$ cat config.mk
export PLATFORM = sky130hd
export DESIGN_NAME = nec_ir_pulse_decoder_top
export DESIGN_NICKNAME = d
export VERILOG_FILES = /design/src/nir_pkg.sv /design/src/nec_ir_pulse_decoder_top.sv
export SDC_FILE = /design/constraint.sdc
export NUM_CORES = 1
export LEC_CHECK = 0
export ABC_AREA = 1
export BUFFER_PORTS_ARGS = -buffer_cell sky130_fd_sc_hd__buf_2
export CORE_UTILIZATION = 55
export CTS_CLUSTER_SIZE = 24
export DETAILED_ROUTE_END_ITERATION = 12
export PLACE_DENSITY = 0.86
export RECOVER_POWER = 50
export SKIP_CTS_REPAIR_TIMING = 1
export SLEW_MARGIN = 25
export SYNTH_ARGS = -nofsm -noshare
export SYNTH_HDL_FRONTEND = slang
export SYNTH_SLANG_ARGS = --single-unit
$ cat constraint.sdc
create_clock -name clk -period 4.8 [get_ports clk]
set_clock_uncertainty 0.1 [all_clocks]
set_input_delay 0.48 -clock clk [delete_from_list [all_inputs] [get_ports clk]]
set_output_delay 0.48 -clock clk [all_outputs]
set_load 0.005 [all_outputs]
$ cat src/nir_pkg.sv
// ----------------------------------------------------------------------------
// NEC IR pulse decoder package
// Decoder phase type, report kinds and the timing windows of the line code.
// ----------------------------------------------------------------------------
package nir_pkg;

  // Segment length and register widths
  localparam int unsigned DurW  = 17;
  localparam int unsigned WordW = 16;
  localparam int unsigned KindW = 2;
  localparam int unsigned BitsW = 5;

  // Decoder phase
  typedef enum logic [1:0] {
    PH_IDLE,
    PH_LEADER,
    PH_REPEAT,
    PH_BITS
  } phase_t;

  // Report kinds
  typedef logic [KindW-1:0] kind_t;
  localparam kind_t KIND_FRAME  = 2'd0;
  localparam kind_t KIND_REPEAT = 2'd1;
  localparam kind_t KIND_NO_KEY = 2'd2;

  // Command stored when the line idles past the timeout
  localparam logic [WordW-1:0] NO_KEY_CODE = 16'hff00;

  // Reset value of the idle timeout register
  localparam logic [DurW-1:0] TIMEOUT_RESET = 17'd100000;

  // Open windows (bounds excluded), in microseconds
  localparam logic [DurW-1:0] LEADER_LO_MIN = 17'd8000;
  localparam logic [DurW-1:0] LEADER_LO_MAX = 17'd10000;
  localparam logic [DurW-1:0] START_HI_MIN  = 17'd4000;
  localparam logic [DurW-1:0] START_HI_MAX  = 17'd5000;
  localparam logic [DurW-1:0] RPT_HI_MIN    = 17'd2000;
  localparam logic [DurW-1:0] RPT_HI_MAX    = 17'd2500;
  localparam logic [DurW-1:0] RPT_LO_MIN    = 17'd500;
  localparam logic [DurW-1:0] RPT_LO_MAX    = 17'd700;
  localparam logic [DurW-1:0] BURST_MIN     = 17'd400;
  localparam logic [DurW-1:0] BURST_MAX     = 17'd700;
  localparam logic [DurW-1:0] ONE_HI_MIN    = 17'd1500;
  localparam logic [DurW-1:0] ONE_HI_MAX    = 17'd1800;

endpackage

$ cat src/nec_ir_pulse_decoder_top.sv
// ----------------------------------------------------------------------------
// NEC IR pulse decoder
// Decodes completed line segments (level, length in us) into NEC frame,
// repeat and no-key reports.
// ----------------------------------------------------------------------------
// Path: an accepted segment is held in the input register, then decoded
//   into the result register.
// Throughput: one segment per cycle unless m_axis_tready holds back a report;
//   the input and result registers advance together when the result is free or taken.
// Reset (rst, synchronous): phase idle, held words zero, timeout 100000 us.
module nec_ir_pulse_decoder_top (
  input  logic        clk,
  input  logic        rst,
  // Timeout register
  input  logic        cfg_we,
  input  logic [16:0] cfg_wdata,
  // Segment stream
  input  logic        s_axis_tvalid,
  output logic        s_axis_tready,
  input  logic [23:0] s_axis_tdata,   // [16:0] duration_us, [23:17] zero
  input  logic        s_axis_tuser,   // [0] level
  // Report stream
  output logic        m_axis_tvalid,
  input  logic        m_axis_tready,
  output logic [31:0] m_axis_tdata,   // [15:0] address, [31:16] command
  output logic [1:0]  m_axis_tuser    // [1:0] report_kind
);

  localparam int unsigned DurW  = nir_pkg::DurW;
  localparam int unsigned WordW = nir_pkg::WordW;
  localparam int unsigned BitsW = nir_pkg::BitsW;

  // Registers
  logic                 in_valid;
  logic                 in_level;
  logic [DurW-1:0]      in_dur;
  logic                 out_valid;
  logic [WordW-1:0]     out_address;
  logic [WordW-1:0]     out_command;
  nir_pkg::kind_t       out_kind;
  logic [DurW-1:0]      idle_timeout_us;
  nir_pkg::phase_t      phase;
  logic [BitsW-1:0]     bit_count;
  logic                 burst_ok;
  logic [WordW-1:0]     held_address;
  logic [WordW-1:0]     held_command;

  // Next values and decode
  nir_pkg::phase_t      phase_next;
  logic [BitsW-1:0]     bit_count_next;
  logic                 burst_ok_next;
  logic [WordW-1:0]     held_address_next;
  logic [WordW-1:0]     held_command_next;
  logic                 emit;
  nir_pkg::kind_t       emit_kind;
  logic                 advance;
  logic                 win_leader;
  logic                 win_start;
  logic                 win_rpt_hi;
  logic                 win_rpt_lo;
  logic                 win_burst;
  logic                 win_one;
  logic                 timed_out;
  logic                 bit_one;
  logic [WordW-1:0]     bit_mask;

  // Handshake: the pipe moves when the result register can take a word
  assign advance       = !out_valid || m_axis_tready;
  assign s_axis_tready = !in_valid || advance;
  assign m_axis_tvalid = out_valid;
  assign m_axis_tdata  = {out_command, out_address};
  assign m_axis_tuser  = out_kind;

  // Timing windows on the registered segment
  assign win_leader = (in_dur > nir_pkg::LEADER_LO_MIN) && (in_dur < nir_pkg::LEADER_LO_MAX);
  assign win_start  = (in_dur > nir_pkg::START_HI_MIN)  && (in_dur < nir_pkg::START_HI_MAX);
  assign win_rpt_hi = (in_dur > nir_pkg::RPT_HI_MIN)    && (in_dur < nir_pkg::RPT_HI_MAX);
  assign win_rpt_lo = (in_dur > nir_pkg::RPT_LO_MIN)    && (in_dur < nir_pkg::RPT_LO_MAX);
  assign win_burst  = (in_dur > nir_pkg::BURST_MIN)     && (in_dur < nir_pkg::BURST_MAX);
  assign win_one    = (in_dur > nir_pkg::ONE_HI_MIN)    && (in_dur < nir_pkg::ONE_HI_MAX);
  assign timed_out  = in_dur > idle_timeout_us;
  assign bit_one    = burst_ok && win_one;
  assign bit_mask   = {{(WordW-1){1'b0}}, bit_one} << bit_count[3:0];

  // Next phase
  always_comb begin
    phase_next = phase;
    case (phase)
      nir_pkg::PH_LEADER: begin
        if (!in_level) begin
          phase_next = win_leader ? nir_pkg::PH_LEADER : nir_pkg::PH_IDLE;
        end else if (win_start) begin
          phase_next = nir_pkg::PH_BITS;
        end else if (win_rpt_hi) begin
          phase_next = nir_pkg::PH_REPEAT;
        end else begin
          phase_next = nir_pkg::PH_IDLE;
        end
      end
      nir_pkg::PH_REPEAT: begin
        phase_next = nir_pkg::PH_IDLE;
      end
      nir_pkg::PH_BITS: begin
        if (in_level && (bit_count == {BitsW{1'b1}})) begin
          phase_next = nir_pkg::PH_IDLE;
        end
      end
      default: begin
        phase_next = (!in_level && win_leader) ? nir_pkg::PH_LEADER : nir_pkg::PH_IDLE;
      end
    endcase
  end

  // Frame data and report decode
  always_comb begin
    bit_count_next    = bit_count;
    burst_ok_next     = burst_ok;
    held_address_next = held_address;
    held_command_next = held_command;
    emit              = 1'b0;
    emit_kind         = nir_pkg::KIND_FRAME;
    case (phase)
      nir_pkg::PH_LEADER: begin
        if (in_level && win_start) begin
          bit_count_next    = '0;
          burst_ok_next     = 1'b0;
          held_address_next = '0;
          held_command_next = '0;
        end
      end
      nir_pkg::PH_REPEAT: begin
        if (in_level) begin
          if (timed_out) begin
            held_command_next = nir_pkg::NO_KEY_CODE;
            emit              = 1'b1;
            emit_kind         = nir_pkg::KIND_NO_KEY;
          end
        end else if (win_rpt_lo) begin
          emit      = 1'b1;
          emit_kind = nir_pkg::KIND_REPEAT;
        end
      end
      nir_pkg::PH_BITS: begin
        if (!in_level) begin
          burst_ok_next = win_burst;
        end else begin
          if (bit_count[BitsW-1]) begin
            held_command_next = held_command | bit_mask;
          end else begin
            held_address_next = held_address | bit_mask;
          end
          burst_ok_next  = 1'b0;
          bit_count_next = bit_count + 1'b1;
          if (bit_count == {BitsW{1'b1}}) begin
            emit      = 1'b1;
            emit_kind = nir_pkg::KIND_FRAME;
          end
        end
      end
      default: begin
        if (in_level && timed_out) begin
          held_command_next = nir_pkg::NO_KEY_CODE;
          emit              = 1'b1;
          emit_kind         = nir_pkg::KIND_NO_KEY;
        end
      end
    endcase
  end

  // Timeout register
  always_ff @(posedge clk) begin
    if (rst) begin
      idle_timeout_us <= nir_pkg::TIMEOUT_RESET;
    end else if (cfg_we) begin
      idle_timeout_us <= cfg_wdata;
    end
  end

  // Input register
  always_ff @(posedge clk) begin
    if (rst) begin
      in_valid <= 1'b0;
    end else if (s_axis_tready) begin
      in_valid <= s_axis_tvalid;
    end
  end

  always_ff @(posedge clk) begin
    if (s_axis_tready && s_axis_tvalid) begin
      in_level <= s_axis_tuser;
      in_dur   <= s_axis_tdata[DurW-1:0];
    end
  end

  // Decoder state: advance on each segment leaving the input register
  always_ff @(posedge clk) begin
    if (rst) begin
      phase        <= nir_pkg::PH_IDLE;
      bit_count    <= '0;
      burst_ok     <= 1'b0;
      held_address <= '0;
      held_command <= '0;
    end else if (in_valid && advance) begin
      phase        <= phase_next;
      bit_count    <= bit_count_next;
      burst_ok     <= burst_ok_next;
      held_address <= held_address_next;
      held_command <= held_command_next;
    end
  end

  // Result register: load a report, drop the word once taken
  always_ff @(posedge clk) begin
    if (rst) begin
      out_valid <= 1'b0;
    end else if (advance) begin
      out_valid <= in_valid && emit;
    end
  end

  always_ff @(posedge clk) begin
    if (advance && in_valid && emit) begin
      out_address <= held_address_next;
      out_command <= held_command_next;
      out_kind    <= emit_kind;
    end
  end

  // Checks
  a_count_only_in_frame: assert property (@(posedge clk) disable iff (rst)
    (phase != nir_pkg::PH_BITS) |-> (bit_count == '0))
    else $error("bit count left non-zero outside a frame");

  a_no_key_code: assert property (@(posedge clk) disable iff (rst)
    (out_valid && (out_kind == nir_pkg::KIND_NO_KEY)) |-> (out_command == nir_pkg::NO_KEY_CODE))
    else $error("no-key report without the no-key command");

  a_kind_legal: assert property (@(posedge clk) disable iff (rst)
    out_valid |-> (out_kind == nir_pkg::KIND_FRAME || out_kind == nir_pkg::KIND_REPEAT
                   || out_kind == nir_pkg::KIND_NO_KEY))
    else $error("report kind out of range");

  a_stall_cause: assert property (@(posedge clk) disable iff (rst)
    !s_axis_tready |-> (in_valid && out_valid && !m_axis_tready))
    else $error("input stalled without a blocked result");

endmodule
After elaboration in Yosys (flattened, before gate mapping)
Cells that the tools add are included.
{ "classes": {"mux": 36, "add_sub_neg": 1, "eq_ne": 7, "n_bitwise": 2, "magnitude_cmp": 12, "shift": 1, "reduce_logical": 25} }
{ "ops": {"columns": ["cell", "count"], "rows": [
  ["$mux W16", 9],
  ["$pmux W16 S3", 1],
  ["$gt A17 B11 Y1 const B", 2],
  ["$gt A17 B9 Y1 const B", 2],
  ["$or A16 B16 Y16", 2],
  ["$pmux W16 S2", 1],
  ["$gt A17 B12 Y1 const B", 1],
  ["$gt A17 B13 Y1 const B", 1],
  ["$gt A17 B17 Y1", 1],
  ["$lt A17 B10 Y1 const B", 1],
  ["$lt A17 B11 Y1 const B", 1],
  ["$lt A17 B12 Y1 const B", 1],
  ["$lt A17 B13 Y1 const B", 1],
  ["$lt A17 B14 Y1 const B", 1],
  ["$shl A1 B4 Y16", 1],
  ["$logic_and A1 B1 Y1", 15],
  ["$mux W2", 7],
  ["$mux W1", 11],
  ["$mux W5", 2],
  ["$pmux W5 S2", 1],
  ["$ne A2 B2 Y1 const B", 3],
  ["$pmux W2 S3", 1],
  ["$add A5 B1 Y5 const B", 1],
  ["$eq A5 B5 Y1 const B", 1],
  ["other kinds (12)", 16]
]} }
{ "word_totals": {"out_inout_bits": 36, "register_bits": 111, "wordCells": 97} }

Depth between registers and ports, before layout
{ "depth": {"depth_word": 8, "mapped_depth": 14} }

Worst setup path after synthesis
No wires, ideal clock.
{ "synth_path": {"kind": "register -> register", "from": "register in_dur[11]", "to": "register out_kind[0], in the netlist m_axis_tuser[0] (enable)", "t_arrival_ns": 3.192, "path_stages_with_launch": 8, "setup_time_ns": 0.437, "period_less_slack_ns": 3.728, "path_buffers": 0, "setup_slack_ns": 1.072, "path_cell_list": "edfxtp_1 ha_1 nand2_1 nor3_1 nand4_1 nand3_1 nand3_1 a21oi_1"} }
{ "synth_between": {"elab_chain_cells": 6} }
{ "synth_rtl": {"columns": ["item", "line_no", "source"], "rows": [
  ["start: declaration", "nec_ir_pulse_decoder_top.sv:36", "logic [DurW-1:0] in_dur;"],
  ["start signal: assignment", "nec_ir_pulse_decoder_top.sv:191", "in_dur <= s_axis_tdata[DurW-1:0];"],
  ["$gt A17 B9 Y1 or $lt A17 B10 Y1 (tied branches)", "nec_ir_pulse_decoder_top.sv:78", "assign win_rpt_lo = (in_dur > nir_pkg::RPT_LO_MIN) && (in_dur < nir_pkg::RPT_LO_MAX);"],
  ["$logic_and A1 B1 Y1", "nec_ir_pulse_decoder_top.sv:78", null],
  ["$mux W1", "nec_ir_pulse_decoder_top.sv:138", "end else if (win_rpt_lo) begin"],
  ["$mux W1", "nec_ir_pulse_decoder_top.sv:132", "if (in_level) begin"],
  ["$pmux W1 S3 *", "nec_ir_pulse_decoder_top.sv:122", "case (phase)"],
  ["$logic_and A1 B1 Y1 *", "nec_ir_pulse_decoder_top.sv:222", "if (advance && in_valid && emit) begin"],
  ["end signal: assignment", "nec_ir_pulse_decoder_top.sv:225", "out_kind <= emit_kind;"],
  ["end: declaration", "nec_ir_pulse_decoder_top.sv:40", "nir_pkg::kind_t out_kind;"]
]} }
Mark *: on every way between the ends. The rest lies on a longest branch, timed or not.
A chain may end at the register's enable or synchronous reset.

Worst setup path after layout
{ "layout_path": {"from": "register in_dur[6]", "to": "register out_command[5] (enable)"} }
{ "layout_between": {"elab_chain_cells": 6} }
{ "layout_rtl": {"columns": ["item", "line_no", "source"], "rows": [
  ["$gt A17 B9 Y1 or $lt A17 B10 Y1 (tied branches)", "nec_ir_pulse_decoder_top.sv:78", null],
  ["$logic_and A1 B1 Y1", "nec_ir_pulse_decoder_top.sv:78", null],
  ["$mux W1", "nec_ir_pulse_decoder_top.sv:138", null],
  ["$mux W1", "nec_ir_pulse_decoder_top.sv:132", null],
  ["$pmux W1 S3 *", "nec_ir_pulse_decoder_top.sv:122", null],
  ["$logic_and A1 B1 Y1 *", "nec_ir_pulse_decoder_top.sv:222", null],
  ["end signal: assignment", "nec_ir_pulse_decoder_top.sv:224", "out_command <= held_command_next;"],
  ["end: declaration", "nec_ir_pulse_decoder_top.sv:39", "logic [WordW-1:0] out_command;"]
]} }
Marks and branches as above.

==> impl_metrics.ini <==
[setup_path]
arrival_ns = 3.06
cp_slowest_cell = edfxtp_1
cp.required_ns = 4.79
crit_top_cell = nand3_1
path_cells = ha_1, nand2_1, nor2_1, o21ai_0, nand3_1, nand2_1, nand3_1, nand3_1, a21oi_4, buf_16
end_kind = register
critPathLaunchType = register
critPathMaxStageDelay_ns = 0.56
path_class = register to register
crit_fanout = 26
reg2reg_slack_ns = 1.73

[cells_and_area]
final_common_cell = nand2_1
final_util_pct = 63.74
final_nets = 839
areaGrowthSynthToFinish_pct = 11.60
drive_above_1_share_pct = 11.83
nFillCells = 846
final_cell_mix = nand2_1 (141), inv_1 (108), nor2_1 (75)
antenna_cells = 0

[floorplan]
start_util_pct = 57.11
dieArea_um2 = 10600
ios = 83
dieHeight_um = 103.0
core_um2 = 9819
std_cell_rows = 36
die_width_um = 103.0

[global_routing]
grt_start_max_net_pins = 37
grt_use_total_pct = 25.23
grtUsageMet1_pct = 30.71
use_met3_pct = 5.288
gr-total-overflow = 0
antenna_found_initial = 0
top_usage_layer = met2
grt_pass1_wl_mm = 20.70
grt_pass1_vias = 4639
use_met2_pct = 43.23

[clock_tree]
clk_pin_slew_ns = 0.11
cts_made_buffers = 9
htreeDepth = 3
cts_buffer_depth = 2
cts-root-buf = clkbuf_8
cts_tree = done
cts.sinks = 111
worst_skew_pair.late_latency_ns = 0.38

[pwr]
power_mw = 1.838
max-vdd-ir-drop_uv = 160.3
power.density_nw_per_um2 = 293.7
p_leak_nw = 2.926

[timing]
slew_viol_final = 37
finalHoldViolCount = 0
period_needed_ns = 3.072
worst_slack_ns = 1.728
worst_pin_slew_ns = 1.640
max_slew_margin_pct = -9.339
setup-violations-final = 0
rsz0062_at_grt = no
setup_tns_ns = 0
max_freq_mhz = 325.5
finalCritPeriodShare_pct = 64.00

[detailed_routing]
drt-total-wl_mm = 12.82
via_per_inst = 5.503
final_antenna_net_count = 0
remaining_drc_errors = 0
drt_first_pass_iters = 5
vias = 5013
routedWlPerCell_um = 14.07
drt_iter0_drc = 351

[yosys]
ys_types = 40
yosys_warnings = 0
synth.ff_latch_count = 111
postSynthCellCount = 706
synthesis.nets = 772
yosysSeqAreaShare_pct = 48.91
netlist_area_um2 = 5608
syn_area_per_cell_um2 = 7.943

[outcome]
violations = max-capacitance violations, max-slew violations
status = finished, violations left

[placed_design]
io_buffers = 75
dpl_worst_slack_ns = 1.522
hpwl_mm = 9.215
gp_congestion = 0.9094

[flow_run]
cap_violations = 1

[hold_path]
hold_path_class = primary input to register
## metal layers
metal | wire, um | vias to the layer above
met4 | 388 | 0
met1 | 5379 | 2319
met2 | 6267 | 198
met3 | 784 | 35
met5 | 0 | -
li1 | - | 2461
## final timing paths
check / endpoint / start / depth (start not counted)
worst max-delay path: out_command[5] / in_dur[6] / 10
worst min-delay path: in_dur[4] / s_axis_tdata[4] / 1
worst max register to register: out_command[5] / in_dur[6] / 10
worst min register to register: idle_timeout_us[3] / idle_timeout_us[3] / 2
## cell usage after synthesis, drive strengths merged
cell / number / share of area (%)
nand3: 42 / 3.9
o2111ai: 2 / 0.31
ha: 19 / 4.2
nand4: 19 / 2.5
and3: 1 / 0.20
nor4: 3 / 0.45
nor3b: 1 / 0.13
xor2: 1 / 0.16
o211ai: 1 / 0.13
a21o: 1 / 0.13
buf: 8 / 0.69
o21bai: 4 / 0.54
nor3: 13 / 1.3
nand3b: 1 / 0.13
a21oi: 56 / 5.3
a211oi: 1 / 0.13
clkinv: 1 / 0.067
o21ai: 57 / 5.1
dfxtp: 59 / 21
nand2: 150 / 10
a41oi: 1 / 0.16
inv: 113 / 7.6
a31oi: 2 / 0.22
edfxtp: 52 / 28
nor2: 84 / 6.3
xnor2: 1 / 0.16
clkbuf: 13 / 0.87
## worst max-delay path: cells and delay by family, from the launching register on
kind | cells | cell delay (ns)
and+or+nand+nor | 6 | 0.84
AOI/OAI and AO/OA | 2 | 0.66
DFF | 1 | 0.56
adders and majority gates | 1 | 0.37
buffers and inverters | 1 | 0.23
## where the power goes
group / internal, mW / switching [mW]
combinational: 0.0747 / 0.138
clock: 0.208 / 0.351
sequential: 1.04 / 0.0282
## flip-flops by register name, indices dropped and copies added, names as in the netlist
register	cells
held_command	16
idle_timeout_us	17
m_axis_tuser	2
phase	2
held_address	16
out_address	16
m_axis_tvalid	1
in_level	1
in_dur	17
out_command	16
bit_count	5
burst_ok	1
in_valid	1
## layout make-up
type / instances / area (um2) / share of cell area [%]
Multi-Input combinational cell: 460 / 2354 / 37.61
Sequential cell: 111 / 2743 / 43.82
Timing Repair Buffer: 77 / 369.1 / 5.898
Clock buffer: 9 / 123.9 / 1.979
Tap cell: 133 / 166.4 / 2.659
Clock inverter: 7 / 75.07 / 1.200
Inverter: 114 / 427.9 / 6.837
## kinds of logic (layout without fill, tap and decap cells)
group                      Yosys count  after routing  synth area share (%)
and+or+nand+nor                    314            314                 25.37
buffers and inverters              135            207                 9.192
AOI/OAI and AO/OA                  125            125                 11.98
DFF                                111            111                 48.91
adders and majority gates           19             19                 4.239
xor gates and xnor gates             2              2                0.3124
## metrics by stage
stage / instances / cell area, um2 / hold WS, ns
4_1_cts: 910 / 6282 / 0.1588
2_1_floorplan: 706 / 5608 / 0.3374
3_3_place_gp: 894 / 6081 / 0.3519
5_1_grt: 911 / 6259 / 0.1510
6_report: 911 / 6259 / 0.1704
3_5_place_dp: 894 / 6083 / 0.3574
Note: power is estimated with default switching activity, not from simulation.
